[config.mk]
export PLATFORM = sky130hd
export DESIGN_NAME = advert_tracker_classifier
export DESIGN_NICKNAME = d
export VERILOG_FILES = /design/src/rtl/atc_pkg.sv /design/src/rtl/atc_parser.sv /design/src/rtl/advert_tracker_classifier.sv
export VERILOG_INCLUDE_DIRS = /design/src /design/src/rtl
export SDC_FILE = /design/constraint.sdc
export NUM_CORES = 1
export LEC_CHECK = 0
export ABC_AREA = 0
export BUFFER_PORTS_ARGS = -buffer_cell sky130_fd_sc_hd__buf_4
export CAP_MARGIN = 0
export CORE_MARGIN = 2
export CORE_UTILIZATION = 35
export CTS_CLUSTER_DIAMETER = 80
export DETAILED_ROUTE_END_ITERATION = 10
export PLACE_DENSITY_LB_ADDON = 0.25
export SLEW_MARGIN = 20
export SYNTH_ARGS = -nofsm -noshare
export SYNTH_HDL_FRONTEND = slang
export SYNTH_HIERARCHICAL = 1
export SYNTH_SLANG_ARGS = --single-unit
[constraint.sdc]
create_clock -name clock -period 3.04 [get_ports clock]
set_clock_uncertainty 0.05 [all_clocks]
set_input_delay 0.608 -clock clock [delete_from_list [all_inputs] [get_ports clock]]
set_output_delay 0.608 -clock clock [all_outputs]
set_load 0.05 [all_outputs]
[src/rtl/advert_tracker_classifier_assert.svh]
// ----------------------------------------------------------------------------
// advert_tracker_classifier_assert.svh
// Assertion macros shared by the tracker classifier RTL.
// ----------------------------------------------------------------------------
`ifndef ADVERT_TRACKER_CLASSIFIER_ASSERT_SVH
`define ADVERT_TRACKER_CLASSIFIER_ASSERT_SVH

// same-cycle implication, off during reset
`define ATC_ASSERT_IMP(name, clk, rst, ante, cons, msg) \
   name: assert property (@(posedge clk) disable iff (rst) (ante) |-> (cons)) \
      else $error(msg);

// next-cycle implication, off during reset
`define ATC_ASSERT_NXT(name, clk, rst, ante, cons, msg) \
   name: assert property (@(posedge clk) disable iff (rst) (ante) |=> (cons)) \
      else $error(msg);

`endif

[src/rtl/atc_pkg.sv]
// ----------------------------------------------------------------------------
// atc_pkg
// Types and signature constants of the advertising tracker classifier.
// ----------------------------------------------------------------------------
package atc_pkg;

   // AD structure types of interest
   localparam logic [7:0] AD_TYPE_MANUFACTURER = 8'hFF;
   localparam logic [7:0] AD_TYPE_SERVICE_DATA = 8'h16;

   // tracker signatures
   localparam logic [15:0] COMPANY_ID_A    = 16'h004C;
   localparam logic [7:0]  COMPANY_A_FIRST = 8'h12;
   localparam logic [15:0] COMPANY_ID_B    = 16'h0075;
   localparam logic [15:0] SERVICE_UUID_C0 = 16'hFEED;
   localparam logic [15:0] SERVICE_UUID_C1 = 16'hFEEC;
   localparam logic [15:0] SERVICE_UUID_B0 = 16'hFD5A;
   localparam logic [15:0] SERVICE_UUID_B1 = 16'hFD59;

   // leading data bytes kept per structure kind
   localparam logic [1:0] MAKER_HEAD_BYTES   = 2'd3;
   localparam logic [1:0] SERVICE_HEAD_BYTES = 2'd2;

   // tracker classes
   localparam logic [1:0] CLASS_MAKER_A   = 2'd0;
   localparam logic [1:0] CLASS_FAMILY_B  = 2'd1;
   localparam logic [1:0] CLASS_SERVICE_C = 2'd2;

   // structure currently being walked
   typedef enum logic [1:0] {
      KIND_NONE    = 2'd0,
      KIND_MAKER   = 2'd1,
      KIND_SERVICE = 2'd2
   } kind_type;

   // classification of one payload
   typedef struct packed {
      logic       is_tracker;
      logic [1:0] tracker_class;
   } verdict_type;

endpackage

[src/rtl/atc_parser.sv]
// ----------------------------------------------------------------------------
// atc_parser
// Walks the AD structures one byte per accepted word, keeps the heads of the
// first manufacturer and service-data structures, and classifies the payload
// on its last byte. Parse state returns to reset after the last byte.
// ----------------------------------------------------------------------------
`include "advert_tracker_classifier_assert.svh"

module atc_parser #(
   parameter int MAX_PAYLOAD_BYTES = 62
) (
   input  logic                clock,
   input  logic                reset,
   input  logic                byte_valid,
   input  logic [7:0]          adv_byte,
   input  logic                last_byte,
   output atc_pkg::verdict_type verdict
);
   import atc_pkg::*;

   localparam int PosWidth = $clog2(MAX_PAYLOAD_BYTES + 1);
   localparam logic [PosWidth-1:0] PosMax = PosWidth'(MAX_PAYLOAD_BYTES);

   logic [PosWidth-1:0] pos_ff, pos_in;
   logic [7:0]          left_ff, left_in;
   logic                exp_type_ff, exp_type_in;
   logic                halted_ff, halted_in;
   kind_type            kind_ff, kind_in;
   logic                mk_found_ff, mk_found_in;
   logic [7:0]          mk_len_ff, mk_len_in;
   logic [23:0]         mk_head_ff, mk_head_in;
   logic [1:0]          mk_cnt_ff, mk_cnt_in;
   logic                sv_found_ff, sv_found_in;
   logic [7:0]          sv_len_ff, sv_len_in;
   logic [15:0]         sv_head_ff, sv_head_in;
   logic [1:0]          sv_cnt_ff, sv_cnt_in;

   // parse one byte into next-state values
   always_comb begin
      pos_in      = pos_ff;
      left_in     = left_ff;
      exp_type_in = exp_type_ff;
      halted_in   = halted_ff;
      kind_in     = kind_ff;
      mk_found_in = mk_found_ff;
      mk_len_in   = mk_len_ff;
      mk_head_in  = mk_head_ff;
      mk_cnt_in   = mk_cnt_ff;
      sv_found_in = sv_found_ff;
      sv_len_in   = sv_len_ff;
      sv_head_in  = sv_head_ff;
      sv_cnt_in   = sv_cnt_ff;
      if (!halted_ff && (pos_ff < PosMax)) begin
         pos_in = pos_ff + 1'b1;
         if (left_ff == 8'd0) begin
            // length byte
            if (adv_byte == 8'd0) begin
               halted_in = 1'b1;
            end else begin
               left_in     = adv_byte;
               exp_type_in = 1'b1;
            end
            kind_in = KIND_NONE;
         end else begin
            left_in = left_ff - 8'd1;
            if (exp_type_ff) begin
               // type byte: claim the first structure of each kind
               exp_type_in = 1'b0;
               kind_in     = KIND_NONE;
               if (adv_byte == AD_TYPE_MANUFACTURER && !mk_found_ff) begin
                  mk_found_in = 1'b1;
                  mk_len_in   = left_in;
                  kind_in     = KIND_MAKER;
               end else if (adv_byte == AD_TYPE_SERVICE_DATA && !sv_found_ff) begin
                  sv_found_in = 1'b1;
                  sv_len_in   = left_in;
                  kind_in     = KIND_SERVICE;
               end
            end else if (kind_ff == KIND_MAKER) begin
               if (mk_cnt_ff < MAKER_HEAD_BYTES) begin
                  mk_head_in[8*mk_cnt_ff +: 8] = adv_byte;
                  mk_cnt_in = mk_cnt_ff + 2'd1;
               end
            end else if (kind_ff == KIND_SERVICE) begin
               if (sv_cnt_ff < SERVICE_HEAD_BYTES) begin
                  sv_head_in[8*sv_cnt_ff[0] +: 8] = adv_byte;
                  sv_cnt_in = sv_cnt_ff + 2'd1;
               end
            end
            // end of structure drops the capture kind
            if (left_in == 8'd0) begin
               kind_in = KIND_NONE;
            end
         end
      end
   end

   // classify from the updated state, manufacturer match first
   always_comb begin
      verdict = '{is_tracker: 1'b0, tracker_class: CLASS_MAKER_A};
      priority if (mk_found_in && mk_len_in >= 8'd3 && mk_cnt_in >= MAKER_HEAD_BYTES
                   && mk_head_in[15:0] == COMPANY_ID_A
                   && mk_head_in[23:16] == COMPANY_A_FIRST) begin
         verdict = '{is_tracker: 1'b1, tracker_class: CLASS_MAKER_A};
      end else if (mk_found_in && mk_len_in >= 8'd3 && mk_cnt_in >= MAKER_HEAD_BYTES
                   && mk_head_in[15:0] == COMPANY_ID_B) begin
         verdict = '{is_tracker: 1'b1, tracker_class: CLASS_FAMILY_B};
      end else if (sv_found_in && sv_len_in >= 8'd2 && sv_cnt_in >= SERVICE_HEAD_BYTES
                   && (sv_head_in == SERVICE_UUID_C0 || sv_head_in == SERVICE_UUID_C1)) begin
         verdict = '{is_tracker: 1'b1, tracker_class: CLASS_SERVICE_C};
      end else if (sv_found_in && sv_len_in >= 8'd2 && sv_cnt_in >= SERVICE_HEAD_BYTES
                   && (sv_head_in == SERVICE_UUID_B0 || sv_head_in == SERVICE_UUID_B1)) begin
         verdict = '{is_tracker: 1'b1, tracker_class: CLASS_FAMILY_B};
      end else begin
         verdict = '{is_tracker: 1'b0, tracker_class: CLASS_MAKER_A};
      end
   end

   // hold parse state; restart after the last byte
   always_ff @(posedge clock) begin
      if (reset || (byte_valid && last_byte)) begin
         pos_ff      <= '0;
         left_ff     <= 8'd0;
         exp_type_ff <= 1'b0;
         halted_ff   <= 1'b0;
         kind_ff     <= KIND_NONE;
         mk_found_ff <= 1'b0;
         mk_len_ff   <= 8'd0;
         mk_cnt_ff   <= 2'd0;
         sv_found_ff <= 1'b0;
         sv_len_ff   <= 8'd0;
         sv_cnt_ff   <= 2'd0;
      end else if (byte_valid) begin
         pos_ff      <= pos_in;
         left_ff     <= left_in;
         exp_type_ff <= exp_type_in;
         halted_ff   <= halted_in;
         kind_ff     <= kind_in;
         mk_found_ff <= mk_found_in;
         mk_len_ff   <= mk_len_in;
         mk_cnt_ff   <= mk_cnt_in;
         sv_found_ff <= sv_found_in;
         sv_len_ff   <= sv_len_in;
         sv_cnt_ff   <= sv_cnt_in;
      end
   end

   // head bytes are gated by their capture counts
   always_ff @(posedge clock) begin
      if (byte_valid) begin
         mk_head_ff <= mk_head_in;
         sv_head_ff <= sv_head_in;
      end
   end

   `ATC_ASSERT_IMP(a_type_needs_body, clock, reset, exp_type_ff, left_ff != 8'd0,
      "type byte expected with no structure bytes left")
   `ATC_ASSERT_IMP(a_kind_needs_body, clock, reset, kind_ff != KIND_NONE, left_ff != 8'd0,
      "capture kind active outside a structure")
   `ATC_ASSERT_IMP(a_halt_clears_kind, clock, reset, halted_ff,
      kind_ff == KIND_NONE && !exp_type_ff, "parse halted with a structure open")
   `ATC_ASSERT_IMP(a_pos_bound, clock, reset, 1'b1, pos_ff <= PosMax,
      "byte position past the payload bound")

endmodule

[src/rtl/advert_tracker_classifier.sv]
// ----------------------------------------------------------------------------
// advert_tracker_classifier
// Classifies an advertising payload as a known tracker from its first
// manufacturer-specific and service-data AD structures.
//
//   channel | dir | tdata                               | tlast
//   req     | in  | [7:0] adv_byte                      | last_byte
//   rsp     | out | [0] is_tracker, [2:1] tracker_class | -
//
// One byte is accepted per cycle while req_tready is high; a result word leaves
// in the cycle after the byte marked last and sits in the output register until taken.
// req_tready drops only while a result waits and rsp_tready is low.
// Synchronous active-high reset clears parse state and the output valid.
// ----------------------------------------------------------------------------
`include "advert_tracker_classifier_assert.svh"

module advert_tracker_classifier #(
   parameter int MAX_PAYLOAD_BYTES = 62
) (
   input  logic       clock,
   input  logic       reset,
   input  logic       req_tvalid,
   output logic       req_tready,
   input  logic [7:0] req_tdata,   // [7:0] adv_byte
   input  logic       req_tlast,   // last_byte
   output logic       rsp_tvalid,
   input  logic       rsp_tready,
   output logic [7:0] rsp_tdata    // [0] is_tracker, [2:1] tracker_class, zero fill
);
   import atc_pkg::*;

   logic        req_fire;
   verdict_type verdict;
   logic        rsp_valid_ff;
   verdict_type rsp_word_ff;

   // take a byte whenever the output register is free or draining
   assign req_tready = !rsp_valid_ff || rsp_tready;
   assign req_fire   = req_tvalid && req_tready;

   atc_parser #(
      .MAX_PAYLOAD_BYTES(MAX_PAYLOAD_BYTES)
   ) u_parser (
      .clock     (clock),
      .reset     (reset),
      .byte_valid(req_fire),
      .adv_byte  (req_tdata),
      .last_byte (req_tlast),
      .verdict   (verdict)
   );

   // output register: load on the last byte, drop when taken
   always_ff @(posedge clock) begin
      if (reset) begin
         rsp_valid_ff <= 1'b0;
      end else if (req_fire && req_tlast) begin
         rsp_valid_ff <= 1'b1;
      end else if (rsp_tready) begin
         rsp_valid_ff <= 1'b0;
      end
   end

   always_ff @(posedge clock) begin
      if (req_fire && req_tlast) begin
         rsp_word_ff <= verdict;
      end
   end

   assign rsp_tvalid = rsp_valid_ff;
   assign rsp_tdata  = {5'd0, rsp_word_ff.tracker_class, rsp_word_ff.is_tracker};

   `ATC_ASSERT_NXT(a_last_gives_result, clock, reset, req_fire && req_tlast, rsp_valid_ff,
      "no result after the last byte")
   `ATC_ASSERT_IMP(a_result_from_last, clock, reset, $rose(rsp_valid_ff),
      $past(req_fire && req_tlast), "result raised without a last byte")
   `ATC_ASSERT_IMP(a_no_match_class, clock, reset, rsp_valid_ff && !rsp_word_ff.is_tracker,
      rsp_word_ff.tracker_class == CLASS_MAKER_A, "class set on a payload with no match")
   `ATC_ASSERT_IMP(a_class_range, clock, reset, rsp_valid_ff,
      rsp_word_ff.tracker_class != 2'd3, "tracker class out of range")

endmodule
==> results of run 1 <==
==> cell usage after synthesis (2+ instances only) <==
| cell type | count |
|---|---|
| o22ai_1 | 2 |
| mux2i_1 | 11 |
| a21o_1 | 2 |
| xor2_1 | 7 |
| buf_2 | 6 |
| ha_1 | 11 |
| a31oi_1 | 6 |
| mux2_4 | 2 |
| or4_1 | 3 |
| buf_4 | 7 |
| and2_1 | 3 |
| clkbuf_1 | 25 |
| nand4_1 | 14 |
| and4_1 | 5 |
| and2_4 | 2 |
| nand4b_1 | 2 |
| nand2_1 | 41 |
| or3_1 | 3 |
| nor2b_1 | 2 |
| nor3b_1 | 5 |
| nor2_1 | 63 |
| edfxtp_1 | 43 |
| nand3b_1 | 2 |
| nor3_1 | 12 |
| nor4_1 | 7 |
| nand3_1 | 21 |
| a21oi_1 | 24 |
| and3_1 | 5 |
| mux2_2 | 12 |
| o21ai_0 | 29 |
| nor4b_1 | 3 |
| inv_1 | 27 |
| dfxtp_1 | 40 |
| a211oi_1 | 9 |
| xnor2_1 | 5 |
==> through the flow <==
stage | cell area (um2) | util [%]
2_1_floorplan | 4580 | -
4_1_cts | 5230 | 41.3
3_3_place_gp | 4930 | 38.9
3_5_place_dp | 4930 | 38.9
6_report | 5230 | 41.3
5_1_grt | 5230 | 41.3
==> flip-flops by register name (all words and copies together) (netlist names) <==
name                  cells
u_parser/kind_ff          2
u_parser/halted_ff        1
u_parser/exp_type_ff      1
rsp_tvalid                1
u_parser/mk_cnt_ff        2
u_parser/mk_head_ff      24
u_parser/pos_ff           6
u_parser/sv_found_ff      1
u_parser/left_ff          8
rsp_tdata                 3
u_parser/sv_len_ff        7
u_parser/sv_head_ff      16
u_parser/mk_found_ff      1
u_parser/sv_cnt_ff        2
u_parser/mk_len_ff        8
==> routing by layer <==
metal,vias up,part of all wire (%),global-route usage [%],wire (um)
li1,1787,-,-,-
met1,1740,47,22.3,5280
met2,83,46,25.5,5170
met3,10,5.3,4.63,584
met4,0,0.82,4.14,91
met5,-,0,0,0
==> worst max-delay path by stage <==
stage / start / to
5_1_grt: u_parser/left_ff[1] / rsp_tdata[2]
6_report: u_parser/left_ff[1] / rsp_tdata[2]
2_1_floorplan: u_parser/left_ff[0] / rsp_tdata[2]
4_1_cts: u_parser/left_ff[1] / rsp_tdata[2]
3_3_place_gp: req_tdata[5] / rsp_tdata[1]
3_5_place_dp: req_tdata[5] / rsp_tdata[1]
==> where the power goes <==
group,internal (W),leakage [nW],switching (W),total [W]
registers,0.00125,0.742,0.0000603,0.00131
clock network,0.000642,0.146,0.000475,0.00112
logic,0.000254,1.08,0.000454,0.000709
total,0.00215,1.96,0.000989,0.00313
==> critical path: cells and delay by family, from the launching register on <==
| family | cells | cell delay [ns] |
|---|---|---|
| simple gates | 6 | 1.70 |
| flops | 1 | 0.32 |
| mux | 1 | 0.29 |
| fa+ha+maj | 1 | 0.16 |
| buf+inv | 1 | 0.12 |
==> layout by cell type, fill, tap and decap left out, drive strengths merged, types with 5 or more instances in the layout <==
master,count
mux2,15
nand4,15
and4,6
o21ai,30
and3,5
inv,28
xnor2,5
buf,43
clkbuf,9
and2,6
a211oi,9
a31oi,6
nor4,7
conb,5
ha,11
nand2,42
a21oi,24
edfxtp,43
mux2i,11
nor2,63
xor2,7
dfxtp,40
nor3,13
nand3,21
nor3b,6
==> area by class of cell <==
class	instances	share of cell area [%]
inverters	27	1.94
flip-flops and latches	83	40.0
repair buffers	43	6.17
well taps	172	4.11
multi-input cells	346	42.0
clock inverters	7	1.48
clock buffers	9	4.31
==> cells by family after synthesis <==
| family | Yosys count | share of synthesized area [%] |
|---|---|---|
| AOI/OAI and AO/OA | 84 | 11.5 |
| xor gates and xnor gates | 12 | 2.30 |
| adders and majority gates | 11 | 3.01 |
| buffers and inverters | 67 | 6.41 |
| DFF | 83 | 45.8 |
| muxes | 26 | 6.28 |
| other | 1 | 0.0821 |
| and+or+nand+nor | 208 | 24.6 |
==> impl_metrics.csv, run 1 <==
group,metric,value,unit
sta,period_needed,2.78,ns
place,port-buffer-count,17,
synthesis,syn_inst,492,
route,wl_per_cell,16.2,um
hold_path,holdPathStages,2,
cells_and_area,fin_nets,534,
critical_path,worstSetupPathType,"reg2reg",
critical_path,r2r_slack,0.26,ns
floorplan,die_h,118,um
sta,timing.fmax,0.359,GHz
clock_network,cts-root-buf,"clkbuf_16",
sta,hold_slack,0.381,ns
global_routing,grtUsageTotal,16.4,%
synthesis,ys_ff_latch,83,
clock_network,cts_buffer_depth,2,
synthesis,avgSynthCellArea,9.28,um2
synthesis,yosys.area.top_type,"edfxtp_1",
place,detailed_place_hpwl,7660,um
synthesis,yosysWarnings,6,
synthesis,synth_area_leaders,"edfxtp_1, dfxtp_1, nor2_1",
floorplan,core_area,0.0127,mm2
critical_path,crit_slowest_cell,"or4b_1",
power_and_ir_drop,vdd.ir_drop.worst,248,uV
cells_and_area,register_area,0.00209,mm2
clock_network,clk_latency,0.35,ns
cells_and_area,fillers,1267,
power_and_ir_drop,p_total,0.00313,W
synthesis,ys_seq_area_share,45.8,%
route,via_count,3620,
run_status,status,"complete, no violations",
cells_and_area,n_antenna_cell,0,
clock_network,htree_levels,3,
global_routing,antenna_found_initial,0,
critical_path,worstRegToRegCells,9,
critical_path,r2r_end,"rsp_tdata[2]",
sta,slew_headroom,64.8,%
floorplan,std_cell_rows,41,
clock_network,cts_resized,0,
synthesis,synth_edf_count,43,
flow_run,drv_cap,0,
critical_path,worstPathMaxFanout,4,
power_and_ir_drop,power_density,599,mW/mm2
floorplan,die_w,118,um
sta,tightest_slew,0.527,ns
critical_path,crit_arrival,2.95,ns
hold_path,holdPathEnd,"rsp_tvalid",
sta,fin_tns_setup,0,ns
cells_and_area,syn2layout_area_growth,14.6,%
clock_network,cts_tree,"yes",
synthesis,async_reset_ff_share,0,%
route,via_per_inst,5.27,
floorplan,start_util,36.0,%
global_routing,first_global_vias,3365,
sta,drv_slew,0,
sta,setup_slack,0.257,ns
cells_and_area,drive_above_1_share,16.7,%
hold_path,hold_path_class,"in2reg",
synthesis,yosys.cell_types.count,66,
critical_path,critical_path.endpoint_type,"flop",
critical_path,cpPeakStageDelay,0.50,ns
synthesis,synth_ff_type,"edfxtp_1",
route,drtIter0Drc,296,
sta,finalHoldViolCount,0,
critical_path,worstPathRequired,3.20,ns
synthesis,synthesis.area,0.00457,mm2
route,drc,0,
place,pre_cts_ws,0.144,ns
clock_network,cts_num_sinks,83,
route,postRouteAntennaNets,0,
cells_and_area,multi_input_area,0.00220,mm2
sta,finalSetupViolations,0,
floorplan,num_io_pins,23,
critical_path,path_cells,"inv_1 -> ha_1 -> nor4b_4 -> nand2_1 -> and4_4 -> mux2_4 -> or4b_1 -> or3_1 -> nor2b_1",
clock_network,numCtsBuffers,9,
global_routing,grt_start_max_net_pins,38,
sta,rsz0062_at_grt,"no",
hold_path,hold_path.startpoint,"reset",
clock_network,path_clk_slew,0.07,ns
place,gp_congestion,0.886,
place,dp_cells,671,
cells_and_area,final_cells,687,
clock_network,cts_hold_buffers,0,
critical_path,startpoint_type,"flop",
critical_path,r2r-start,"u_parser/left_ff[1]",
global_routing,gr-total-overflow,0,
synthesis,yosysTopAreaCellShare,28.3,%
route,first_pass_iters,5,
floorplan,dieArea,0.0140,mm2
route,wirelength,11100,um
clock_network,postCtsSetupRepairBufs,0,
power_and_ir_drop,leakage,1.96,nW
sta,fin_crit_sh,91.6,%
global_routing,grt_pass1_wl,17800,um
No activity file was read; power rests on OpenSTA's default activity.
==> inputs of run 2 (changes only) <==
--- a/config.mk
+++ b/config.mk
@@ -7,12 +7,13 @@
 export NUM_CORES = 1
 export LEC_CHECK = 0
 export ABC_AREA = 0
-export BUFFER_PORTS_ARGS = -buffer_cell sky130_fd_sc_hd__buf_4
+export ABC_CLOCK_PERIOD_IN_PS = 3040
 export CAP_MARGIN = 0
 export CORE_MARGIN = 2
 export CORE_UTILIZATION = 35
 export CTS_CLUSTER_DIAMETER = 80
 export DETAILED_ROUTE_END_ITERATION = 10
+export DONT_BUFFER_PORTS = 1
 export PLACE_DENSITY_LB_ADDON = 0.25
 export SLEW_MARGIN = 20
 export SYNTH_ARGS = -nofsm -noshare
==> run 2 against run 1 <==
Against the previous run:
- register-to-register slack got worse by 0.03 ns
- design area down 2.9%
- global-route usage is 0.49 points lower
- critical path depth stayed put
- clock-buffer cell count rose by 3
- sequential power about the same
- setup slack got worse by 0.034 ns
- clock power about the same
==> impl_metrics.csv, run 2 (synthesis results as in run 1) <==
group,metric,value,unit
run_status,status,"complete, no violations",
critical_path,startpoint_type,"flop",
clock_network,path_clk_slew,0.06,ns
route,first_pass_iters,5,
critical_path,worstPathRequired,3.19,ns
clock_network,cts_resized,0,
critical_path,worstRegToRegCells,9,
critical_path,worstPathMaxFanout,7,
sta,drv_slew,0,
sta,rsz0062_at_grt,"no",
route,via_count,3506,
clock_network,cts_num_sinks,83,
cells_and_area,regMostFlops,"u_parser/mk_head_ff",
critical_path,r2r-start,"u_parser/left_ff[1]",
cells_and_area,final_cells,665,
floorplan,std_cell_rows,41,
clock_network,postCtsSetupRepairBufs,0,
clock_network,cts-root-buf,"clkbuf_16",
route,via_per_inst,5.27,
sta,tightest_slew,0.577,ns
sta,finalHoldViolCount,0,
cells_and_area,top_regs,"u_parser/mk_head_ff: 24 flops, u_parser/sv_head_ff: 16 flops",
route,drtIter0Drc,339,
floorplan,dieArea,0.0140,mm2
global_routing,grtUsageTotal,15.9,%
cells_and_area,final_cell_area,0.00508,mm2
clock_network,numCtsBuffers,9,
global_routing,grt_start_max_net_pins,38,
clock_network,cts_hold_buffers,0,
floorplan,core_area,0.0127,mm2
floorplan,die_w,118,um
sta,fin_crit_sh,92.7,%
flow_run,drv_cap,0,
global_routing,antenna_found_initial,0,
floorplan,die_h,118,um
sta,slew_headroom,61.0,%
place,gp_congestion,0.821,
critical_path,crit_arrival,2.97,ns
place,dpl_cell_area,0.00476,mm2
global_routing,grt_pass1_wl,17700,um
place,detailed_place_hpwl,7580,um
floorplan,start_util,36.0,%
place,port-buffer-count,0,
cells_and_area,layout_commonest_cell,"nor2_1",
global_routing,first_global_vias,3419,
power_and_ir_drop,power_density,613,mW/mm2
critical_path,path_cells,"inv_1 -> ha_1 -> nor4b_4 -> nand2_1 -> and4_4 -> mux2_4 -> or4b_1 -> or3_1 -> nor2b_1",
clock_network,htree_levels,3,
cells_and_area,fillers,1262,
critical_path,r2r_slack,0.22,ns
critical_path,endpoint,"rsp_tdata[2]",
sta,finalSetupViolations,0,
sta,hold_slack,0.280,ns
route,drc,0,
critical_path,worst_setup_path_startpoint,"u_parser/left_ff[1]",
global_routing,gr-total-overflow,0,
clock_network,cts_buffer_depth,2,
hold_path,hold_path_class,"in2reg",
cells_and_area,largest_reg_flops,24,
sta,timing.fmax,0.355,GHz
place,dp_cells,649,
critical_path,critical_path.endpoint_type,"flop",
clock_network,clk_latency,0.34,ns
power_and_ir_drop,leakage,1.86,nW
clock_network,cts_tree,"yes",
sta,period_needed,2.82,ns
route,wl_per_cell,16.2,um
critical_path,worstSetupPathType,"reg2reg",
cells_and_area,layout_common_cells,"nor2_1, edfxtp_1, nand2_1",
floorplan,num_io_pins,23,
route,wirelength,10800,um
cells_and_area,drive_above_1_share,12.8,%
power_and_ir_drop,vdd.ir_drop.worst,265,uV
cells_and_area,fin_nets,512,
critical_path,cpPeakStageDelay,0.51,ns
cells_and_area,syn2layout_area_growth,11.2,%
sta,fin_tns_setup,0,ns
cells_and_area,n_antenna_cell,0,
critical_path,crit_slowest_cell,"or4b_1",
critical_path,r2r_end,"rsp_tdata[2]",
route,postRouteAntennaNets,0,
## run 2: worst min path at each step
stage / end / slack (ns) / start / cells past startpoint
after floorplan: u_parser/sv_len_ff[6] / 0.40 / u_parser/sv_len_ff[6] / 2
after global placement: u_parser/sv_len_ff[6] / 0.42 / u_parser/sv_len_ff[6] / 2
after detailed placement: u_parser/mk_len_ff[2] / 0.43 / u_parser/mk_len_ff[2] / 2
after CTS: rsp_tvalid / 0.27 / reset / 1
after global routing: rsp_tvalid / 0.27 / reset / 1
final: rsp_tvalid / 0.28 / reset / 1
## run 2: metal layers
layer	wire, um	global-route usage, %	share of wire, %
met1	5140	21.3	48
met2	5060	25.3	47
met3	424	3.72	3.9
met4	146	4.89	1.4
met5	0	0	0
## run 2: report_power, final
group	switching [W]	internal (W)	leakage, nW
Sequential	0.0000671	0.00125	0.742
Clock	0.000447	0.000676	0.153
Combinational	0.000436	0.000236	0.969
Total	0.000950	0.00216	1.86
## run 2: worst max-delay path, delay by kind of cell (launching register included)
kind | cells | cell delay [ns]
buffers and inverters | 1 | 0.11
adders and majority gates | 1 | 0.16
and+or+nand+nor | 6 | 1.73
DFF | 1 | 0.31
muxes | 1 | 0.30
## run 2: area by class of cell
type | count | area (um2) | share of cell area [%]
Tap cell | 172 | 215 | 4.24
Inverter | 27 | 101 | 2.00
Clock inverter | 4 | 26.3 | 0.517
Clock buffer | 12 | 289 | 5.69
Multi-Input combinational cell | 346 | 2200 | 43.2
Sequential cell | 83 | 2090 | 41.2
Timing Repair Buffer | 21 | 158 | 3.10
## run 2: metrics by stage
stage | utilization, % | worst slack [ns] | total power (W)
floorplan | - | 0.216 | 0.00186
global placement | 37.6 | 0.277 | 0.00200
detailed placement | 37.6 | 0.260 | 0.00200
CTS | 40.1 | 0.236 | 0.00313
global route | 40.1 | 0.0409 | 0.00327
finish | 40.1 | 0.222 | 0.00311
==> inputs of run 3 (changes only) <==
--- a/config.mk
+++ b/config.mk
@@ -7,7 +7,7 @@
 export NUM_CORES = 1
 export LEC_CHECK = 0
 export ABC_AREA = 0
-export ABC_CLOCK_PERIOD_IN_PS = 3040
+export ABC_CLOCK_PERIOD_IN_PS = 2400
 export CAP_MARGIN = 0
 export CORE_MARGIN = 2
 export CORE_UTILIZATION = 35
==> constraint.sdc (replaced) <==
create_clock -name clock -period 2.4 [get_ports clock]
set_clock_uncertainty 0.05 [all_clocks]
set_input_delay 0.48 -clock clock [delete_from_list [all_inputs] [get_ports clock]]
set_output_delay 0.48 -clock clock [all_outputs]
set_load 0.05 [all_outputs]
==> run 3 against run 2 <==
Against the previous run:
- the run now ends with setup timing left
- worst hold slack got worse by 0.15 ns
- die area unchanged
- via count increased by 4.8%
- critical path depth fell by 1
- non-clock buffer count rose by 37
- sequential share of layout area shrank 2.6 points
- final cell count is 5.6% higher
- sequential power up 25%
- power up 31%
==> impl_metrics.csv, run 3 (synthesis results as in run 1) <==
group,metric,value,unit
route,met1_length,5210,um
route,via_count,3674,
floorplan,die_h,118,um
place,detailed_place_hpwl,8020,um
sta,period_needed,2.54,ns
global_routing,antenna_found_initial,0,
cells_and_area,fillers,1253,
power_and_ir_drop,leakage,2.05,nW
route,first_pass_iters,5,
place,port-buffer-count,0,
sta,finalSetupViolations,3,
hold_path,hold_path_class,"in2reg",
place,dpl_cell_area,0.00506,mm2
sta,slew_headroom,64.6,%
clock_network,cts_tree,"yes",
cells_and_area,fin_nets,549,
run_status,violations,"setup timing",
place,gp_congestion,0.878,
critical_path,critical_path.endpoint_type,"flop",
floorplan,std_cell_rows,41,
sta,hold_slack,0.134,ns
route,dr_wl_met2,5390,um
sta,tightest_slew,0.531,ns
route,via_per_inst,5.23,
clock_network,cts_num_sinks,83,
cells_and_area,layout_common_cells,"nor2_1, buf_4, edfxtp_1",
clock_network,htree_levels,3,
critical_path,startpoint_type,"flop",
floorplan,num_io_pins,23,
floorplan,die_w,118,um
route,postRouteAntennaNets,0,
route,drc,0,
global_routing,gr-total-overflow,0,
clock_network,path_clk_slew,0.06,ns
global_routing,grtUsageTotal,17.1,%
hold_path,holdPathStages,1,
critical_path,worstPathMaxFanout,8,
route,top_layer_used,"met4",
cells_and_area,layout_commonest_cell,"nor2_1",
clock_network,cts_buffer_depth,2,
critical_path,worstRegToRegCells,8,
route,drtIter0Drc,244,
cells_and_area,syn2layout_area_growth,18.9,%
clock_network,cts_hold_buffers,0,
run_status,status,"finished with violations",
cells_and_area,final_cell_area,0.00543,mm2
sta,drv_slew,0,
critical_path,worstSetupPathType,"reg2reg",
sta,setup_slack,-0.140,ns
sta,timing.fmax,0.394,GHz
cells_and_area,largest_reg_flops,24,
clock_network,clk_latency,0.35,ns
cells_and_area,n_antenna_cell,0,
sta,finalHoldViolCount,0,
cells_and_area,top_regs,"u_parser/mk_head_ff: 24 flops, u_parser/sv_head_ff: 16 flops",
sta,fin_crit_sh,106,%
power_and_ir_drop,vdd.ir_drop.worst,392,uV
floorplan,core_area,0.0127,mm2
route,met3WireLength,671,um
clock_network,numCtsBuffers,9,
cells_and_area,drive_above_1_share,22.3,%
clock_network,cts-root-buf,"clkbuf_16",
critical_path,worstPathRequired,2.55,ns
route,wl_per_cell,16.2,um
cells_and_area,regMostFlops,"u_parser/mk_head_ff",
global_routing,first_global_vias,3580,
floorplan,dieArea,0.0140,mm2
sta,rsz0062_at_grt,"yes",
route,wirelength,11400,um
flow_run,drv_cap,0,
place,pre_cts_ws,-0.172,ns
power_and_ir_drop,power_density,750,mW/mm2
floorplan,start_util,36.0,%
global_routing,grt_start_max_net_pins,41,
critical_path,crit_arrival,2.69,ns
global_routing,grt_pass1_wl,18900,um
-- run 3: cell count changes in the layout (fill, tap and decap cells not counted), sizes merged --
cell,delta
buf,+37
bufinv,+1
clkbuf,-2
clkinv,+3
inv,-2
-- run 3: final cells by class --
class	count	area, um2	share of cell area [%]
flip-flops and latches	83	2100	38.6
well taps	172	215	3.96
multi-input cells	346	2290	42.1
repair buffers	58	443	8.16
clock inverters	6	56.3	1.04
clock buffers	10	229	4.22
inverters	27	104	1.91
-- run 3: timing repair --
item,4_1_cts,5_1_grt
endpoints found under the setup margin,3,19
buffers inserted,1,2
resized for setup,6,11
pin swaps,3,10
-- run 3: power breakdown --
| part | switching [W] | total, W | internal (W) |
|---|---|---|---|
| sequential | 0.0000619 | 0.00165 | 0.00159 |
| clock | 0.000551 | 0.00135 | 0.000796 |
| combinational | 0.000609 | 0.00108 | 0.000471 |
-- run 3: metrics by stage --
| stage | std cells | utilization (%) | setup TNS [ns] | total power (W) |
|---|---|---|---|---|
| after detailed placement | 683 | 39.9 | -0.445 | 0.00269 |
| after floorplan | 496 | - | -0.448 | 0.00239 |
| after CTS | 700 | 42.5 | -0.297 | 0.00409 |
| final | 702 | 42.8 | -0.384 | 0.00407 |
| after global placement | 683 | 39.9 | -0.369 | 0.00268 |
| after global routing | 702 | 42.8 | -0.813 | 0.00429 |
-- run 3: critical path, stage by stage, from the launching register on --
cell     delay, ns
dfxtp_1       0.33
buf_4         0.17
or3_1         0.41
nor3b_1       0.27
nor3_1        0.11
nand4_1       0.15
nand4_1       0.17
or4_4         0.56
a21oi_2       0.17
-- run 3: worst paths after layout --
path / from / to / slack, ns
worst max-delay path: u_parser/left_ff[2] / rsp_tdata[1] / -0.14
worst min-delay path: reset / rsp_tvalid / 0.13
worst max register to register: u_parser/left_ff[2] / rsp_tdata[1] / -0.14
worst min register to register: u_parser/sv_len_ff[6] / u_parser/sv_len_ff[6] / 0.44
-- run 3: per-layer routing --
| layer | GRT usage [%] | up-vias |
|---|---|---|
| li1 | - | 1815 |
| met1 | 22.5 | 1762 |
| met2 | 27.7 | 87 |
| met3 | 5.07 | 10 |
| met4 | 4.29 | 0 |
| met5 | 0 | - |
